File: src/design/u8sd_pkg.sv
// u8sd_pkg: shared widths, constants and types for the UTF-8 stream decoder.
// No dependencies; imported by u8sd_decode and utf8_stream_decoder.
package u8sd_pkg;

  localparam int unsigned ByteW     = 8;
  localparam int unsigned CodePointW = 31;
  localparam int unsigned CharIdxW  = 16;
  localparam int unsigned LeftW     = 3;
  localparam int unsigned CountWidthDefault = 16;

  // Payload bits carried by each continuation byte
  localparam logic [ByteW-1:0] ContMask = 8'h3F;

  // Sequence state held between words
  typedef struct packed {
    logic [LeftW-1:0]      bytes_left;
    logic [CodePointW-1:0] accum;
    logic                  lead_invalid;
  } u8sd_state_t;

  // Result fields except the character index
  typedef struct packed {
    logic [CodePointW-1:0] code_point;
    logic                  bad_lead;
    logic                  end_of_text;
    logic                  truncated;
  } u8sd_result_t;

  // Step outcome: emit flag and character counter control
  typedef struct packed {
    logic emit;
    logic ctr_clear;
    logic ctr_advance;
  } u8sd_ctrl_t;

endpackage

File: src/design/u8sd_decode.sv
// u8sd_decode: combinational step of the decoder for one input word.
// Depends on u8sd_pkg for the state, result and control types.
module u8sd_decode (
  input  logic [u8sd_pkg::ByteW-1:0] byte_in_i,
  input  u8sd_pkg::u8sd_state_t      state_i,
  output u8sd_pkg::u8sd_state_t      state_o,
  output u8sd_pkg::u8sd_result_t     result_o,
  output u8sd_pkg::u8sd_ctrl_t       ctrl_o
);
  import u8sd_pkg::*;

  logic [CodePointW-1:0] accum_shift;
  logic [LeftW-1:0]      left_dec;

  // Shift six payload bits into the accumulator, drop bits above bit 30
  assign accum_shift = {state_i.accum[CodePointW-7:0], byte_in_i[5:0] & ContMask[5:0]};
  assign left_dec    = state_i.bytes_left - LeftW'(1);

  always_comb begin
    state_o  = state_i;
    result_o = '0;
    ctrl_o   = '0;
    if (state_i.bytes_left == '0) begin
      if (byte_in_i == '0) begin
        // Terminator at a character boundary: end text, restart index
        ctrl_o.emit          = 1'b1;
        ctrl_o.ctr_clear     = 1'b1;
        result_o.end_of_text = 1'b1;
      end else if (!byte_in_i[7]) begin
        // Plain ASCII character
        ctrl_o.emit         = 1'b1;
        ctrl_o.ctr_advance  = 1'b1;
        result_o.code_point = CodePointW'(byte_in_i);
      end else begin
        // Lead byte: set length and seed the accumulator
        state_o.lead_invalid = 1'b0;
        case (byte_in_i) inside
          [8'hC0:8'hDF]: begin
            state_o.accum      = CodePointW'(byte_in_i[4:0]);
            state_o.bytes_left = LeftW'(1);
          end
          [8'hE0:8'hEF]: begin
            state_o.accum      = CodePointW'(byte_in_i[3:0]);
            state_o.bytes_left = LeftW'(2);
          end
          [8'hF0:8'hF7]: begin
            state_o.accum      = CodePointW'(byte_in_i[2:0]);
            state_o.bytes_left = LeftW'(3);
          end
          [8'hF8:8'hFB]: begin
            state_o.accum      = CodePointW'(byte_in_i[1:0]);
            state_o.bytes_left = LeftW'(4);
          end
          [8'hFC:8'hFD]: begin
            state_o.accum      = CodePointW'(byte_in_i[0]);
            state_o.bytes_left = LeftW'(5);
          end
          default: begin
            // Stray continuation byte or 0xFE/0xFF: swallow six bytes
            state_o.accum        = '0;
            state_o.lead_invalid = 1'b1;
            state_o.bytes_left   = LeftW'(5);
          end
        endcase
      end
    end else if (byte_in_i == '0) begin
      // Terminator inside a sequence: abort it and end the text
      ctrl_o.emit          = 1'b1;
      ctrl_o.ctr_clear     = 1'b1;
      result_o.bad_lead    = state_i.lead_invalid;
      result_o.end_of_text = 1'b1;
      result_o.truncated   = 1'b1;
      state_o              = '0;
    end else begin
      // Continuation byte: accumulate, finish on the last one
      state_o.accum      = accum_shift;
      state_o.bytes_left = left_dec;
      if (left_dec == '0) begin
        ctrl_o.emit          = 1'b1;
        ctrl_o.ctr_advance   = 1'b1;
        result_o.bad_lead    = state_i.lead_invalid;
        result_o.code_point  = state_i.lead_invalid ? '0 : accum_shift;
        state_o.accum        = '0;
        state_o.lead_invalid = 1'b0;
      end
    end
  end

endmodule

File: src/design/utf8_stream_decoder.sv
// utf8_stream_decoder: top level; sequence state, character counter, result register.
// Depends on u8sd_pkg and u8sd_decode.
//
//   channel | handshake              | payload
//   --------+------------------------+-----------------------------------------------
//   in      | in_valid_i, in_ready_o | byte_in_i
//   out     | out_valid_o, out_ready_i | code_point_o, char_index_o, bad_lead_o,
//           |                        | end_of_text_o, truncated_o
//
// One word per cycle while a held result is not stalled by a low out_ready_i:
// each byte is decoded in a single combinational step between the sequence state registers and the result register.
// A completed character appears on the output in the cycle after its last byte is taken.
// Reset clears the sequence state, the counter and the output valid.
// A held result stalls input only if out_ready_i is low; otherwise a new
// word is taken in the same cycle the result leaves.
module utf8_stream_decoder #(
  parameter int unsigned CountWidth = u8sd_pkg::CountWidthDefault
) (
  input  logic                             clk_i,
  input  logic                             rst_ni,
  input  logic                             in_valid_i,
  output logic                             in_ready_o,
  input  logic [u8sd_pkg::ByteW-1:0]       byte_in_i,
  output logic                             out_valid_o,
  input  logic                             out_ready_i,
  output logic [u8sd_pkg::CodePointW-1:0]  code_point_o,
  output logic [u8sd_pkg::CharIdxW-1:0]    char_index_o,
  output logic                             bad_lead_o,
  output logic                             end_of_text_o,
  output logic                             truncated_o
);
  import u8sd_pkg::*;

  u8sd_state_t           state_q, state_d;
  u8sd_result_t          result_d, result_q;
  u8sd_ctrl_t            ctrl;
  logic [CountWidth-1:0] count_q, count_d;
  logic [CharIdxW-1:0]   index_d, index_q;
  logic [CountWidth+CharIdxW-1:0] count_ext;
  logic                  out_valid_q, out_valid_d;
  logic                  accept;

  // Take a word when the result register is empty or being drained
  assign in_ready_o = !out_valid_q || out_ready_i;
  assign accept     = in_valid_i && in_ready_o;

  u8sd_decode u_decode (
    .byte_in_i (byte_in_i),
    .state_i   (state_q),
    .state_o   (state_d),
    .result_o  (result_d),
    .ctrl_o    (ctrl)
  );

  // Low bits of the counter, zero-extended for narrow counters
  assign count_ext = {{CharIdxW{1'b0}}, count_q};
  assign index_d   = count_ext[CharIdxW-1:0];

  // Advance with saturation, or clear at end of text
  always_comb begin
    count_d = count_q;
    if (ctrl.ctr_clear) begin
      count_d = '0;
    end else if (ctrl.ctr_advance && (count_q != '1)) begin
      count_d = count_q + CountWidth'(1);
    end
  end

  // Hold output valid until taken, set it when a word emits
  always_comb begin
    out_valid_d = out_valid_q && !out_ready_i;
    if (accept && ctrl.emit) begin
      out_valid_d = 1'b1;
    end
  end

  // Sequence state, counter and output valid
  always_ff @(posedge clk_i or negedge rst_ni) begin
    if (!rst_ni) begin
      state_q     <= '0;
      count_q     <= '0;
      out_valid_q <= 1'b0;
    end else begin
      out_valid_q <= out_valid_d;
      if (accept) begin
        state_q <= state_d;
        count_q <= count_d;
      end
    end
  end

  // Result payload
  always_ff @(posedge clk_i) begin
    if (accept && ctrl.emit) begin
      result_q <= result_d;
      index_q  <= index_d;
    end
  end

  assign out_valid_o   = out_valid_q;
  assign code_point_o  = result_q.code_point;
  assign char_index_o  = index_q;
  assign bad_lead_o    = result_q.bad_lead;
  assign end_of_text_o = result_q.end_of_text;
  assign truncated_o   = result_q.truncated;

endmodule
File: config.mk
export PLATFORM = sky130hd
export DESIGN_NAME = utf8_stream_decoder
export DESIGN_NICKNAME = d
export VERILOG_FILES = /design/src/design/u8sd_pkg.sv /design/src/design/u8sd_decode.sv /design/src/design/utf8_stream_decoder.sv
export SDC_FILE = /design/constraint.sdc
export NUM_CORES = 1
export LEC_CHECK = 0
export ABC_AREA = 1
export BUFFER_PORTS_ARGS = -buffer_cell sky130_fd_sc_hd__buf_2
export CORE_ASPECT_RATIO = 0.6
export CORE_MARGIN = 5
export CORE_UTILIZATION = 65
export CTS_BUF_LIST = sky130_fd_sc_hd__clkbuf_2
export DETAILED_ROUTE_END_ITERATION = 8
export GPL_ROUTABILITY_DRIVEN = 0
export PLACE_DENSITY = 0.89
export SETUP_SLACK_MARGIN = 0.05
export SYNTH_ARGS = -nofsm -noshare
export SYNTH_HDL_FRONTEND = slang
export SYNTH_HIERARCHICAL = 1
export SYNTH_SLANG_ARGS = --single-unit
File: constraint.sdc
create_clock -name clk_i -period 8.7 [get_ports clk_i]
set_input_delay 1.74 -clock clk_i [delete_from_list [all_inputs] [get_ports clk_i]]
set_output_delay 1.74 -clock clk_i [all_outputs]
set_load 0.005 [all_outputs]
==> results.cfg <==
[synthesis]
synth_area_per_cell_sq_um = 9.25
syn_inst = 535
synthesis.area_sq_mm = 0.00495
yosys_warnings = 6
syn_nets = 551

[critical_path]
crit_path_end_kind = output port
cp.required_ns = 6.96
cp-start-kind = primary input
r2r_start = state_q[32]
crit_type = in2out
r2r-end = code_point_o[16]
crit_start = out_ready_i
cp.arrival_ns = 2.13
r2r_slack_ns = 5.46
crit_end = in_ready_o
critPathMaxFanout = 3
worstRegToRegCells = 11

[global_route]
grt_first_pass_wirelength_um = 18300
grt_max_degree = 47
antenna_found_initial = 0
grt_use_total = 0.246
grt_pass1_vias = 3686
grt_overflow = 0

[timing]
min_period_ns = 3.87
skew_ns = 0.0200
setup_violations = 0
hold_violations = 0
setup_slack_ns = 4.83
max_freq_mhz = 258
rsz0062_at_grt = false
post-route-period-util = 0.445
worstMarginPinSlew_ns = 1.08
slew_headroom = 0.274
drv_slew = 0
final.setup.tns_ns = 0

[layout]
nets = 605
fin_area_sq_mm = 0.00535
n_antenna_cell = 0
layout-drive-gt1-share = 0.246
finalNonFillerCells = 698
areaGrowthSynthToFinish_pct = 8.01

[power]
p_per_area_mw_per_mm2 = 288
report.power.total_mw = 1.54
p_leak_nw = 2.40
comb_power_share = 0.424
power.internal_mw = 0.875
seq_power_share = 0.451
switching_power_mw = 0.666
p_sw_frac = 0.432
power_frac_clock = 0.125
vdd_drop_max_v = 0.000168

[clocking]
clk_path_buf_depth = 2
clock-sinks = 96
clk_latency_ns = 0.59
path_clk_slew_ns = 0.25
hold_buffers = 0
cts_tree = built
cts_setup_buffers = 0
ctsResizeCount = 0
cts_buffers = 9
htreeDepth = 3
cts-root-buf = clkbuf_2

[min_path]
hp-class = reg2reg

[floorplan]
coreArea_sq_mm = 0.00733
num_rows = 24
die_x_um = 123
start_util = 0.676
die_h_um = 77.6
boundaryPins = 64
fp.dieArea_sq_mm = 0.00952

[routing]
vias_per_cell = 5.59
drtIter0Drc = 549
dr.pass1.iters = 5
route.detailed.drc = 0
drt_wl_total_um = 10700
post_drt_wl_per_cell_um = 15.4
ant_nets = 0
vias = 3903

[placement]
post_dp_cell_area_sq_mm = 0.00525
io_buffers = 63
post-place-cells = 682
dp_hpwl_um = 7480
pre_cts_ws_ns = 4.53

[status]
status = finished clean

[run]
maxCapViolCount = 0
## layer usage
metal / routed length [um] / part of all wire / track usage
met5: 0 / 0 / 0
met4: 221 / 0.021 / 0.0838
met3: 931 / 0.087 / 0.0567
met2: 4970 / 0.46 / 0.379
met1: 4620 / 0.43 / 0.349
## state kept, by name (all words and copies together) (netlist names)
register,count
state_q,29
bad_lead_o,1
char_index_o,16
out_valid_o,1
truncated_o,1
count_q,16
end_of_text_o,1
code_point_o,31
## through the flow
stage	utilization	hold slack (ns)
2_1_floorplan	-	0.449
3_3_place_gp	0.716	0.461
3_5_place_dp	0.716	0.466
4_1_cts	0.730	0.518
5_1_grt	0.730	0.538
6_report	0.730	0.515
## worst max-delay path, cell delays in order
cell and delay, ns:
buf_2 0.10, inv_1 0.04, nand2_1 0.09, buf_2 0.16
## power groups by stage
| stage | logic (mW) | clock network, mW | registers [mW] |
|---|---|---|---|
| after detailed placement | 0.647 | 0 | 0.704 |
| final | 0.653 | 0.193 | 0.695 |
| after CTS | 0.650 | 0.198 | 0.694 |
| after global routing | 0.720 | 0.218 | 0.709 |
| after floorplan | 0.508 | 0 | 0.700 |
| after global placement | 0.623 | 0 | 0.697 |
## cells in the final DEF (no fill, tap or decap), types with 13 or more instances in the layout
cell type  instances
buf_2             63
nor2_2            22
nand3_1           26
dfrtp_1           46
nand2_1          183
o21ai_0           13
inv_1             51
edfxtp_1          50
nor2_1            36
o22ai_2           20
## final cells by class
| type | instances | area (sq um) |
|---|---|---|
| repair buffers | 65 | 330 |
| well taps | 104 | 130 |
| clock inverters | 7 | 55.1 |
| inverters | 56 | 215 |
| fillers | 562 | 1980 |
| clock buffers | 9 | 45.0 |
| flip-flops and latches | 96 | 2650 |
| multi-input cells | 361 | 1920 |
## worst min-delay path by stage
stage	startpoint	end	depth (start not counted)
final	state_q[18]	state_q[18]	2
after global placement	state_q[7]	state_q[7]	2
after floorplan	state_q[4]	state_q[4]	2
after detailed placement	state_q[4]	state_q[4]	2
after global routing	state_q[10]	state_q[10]	2
after CTS	state_q[4]	state_q[4]	2
(Power assumes the default switching activity.)
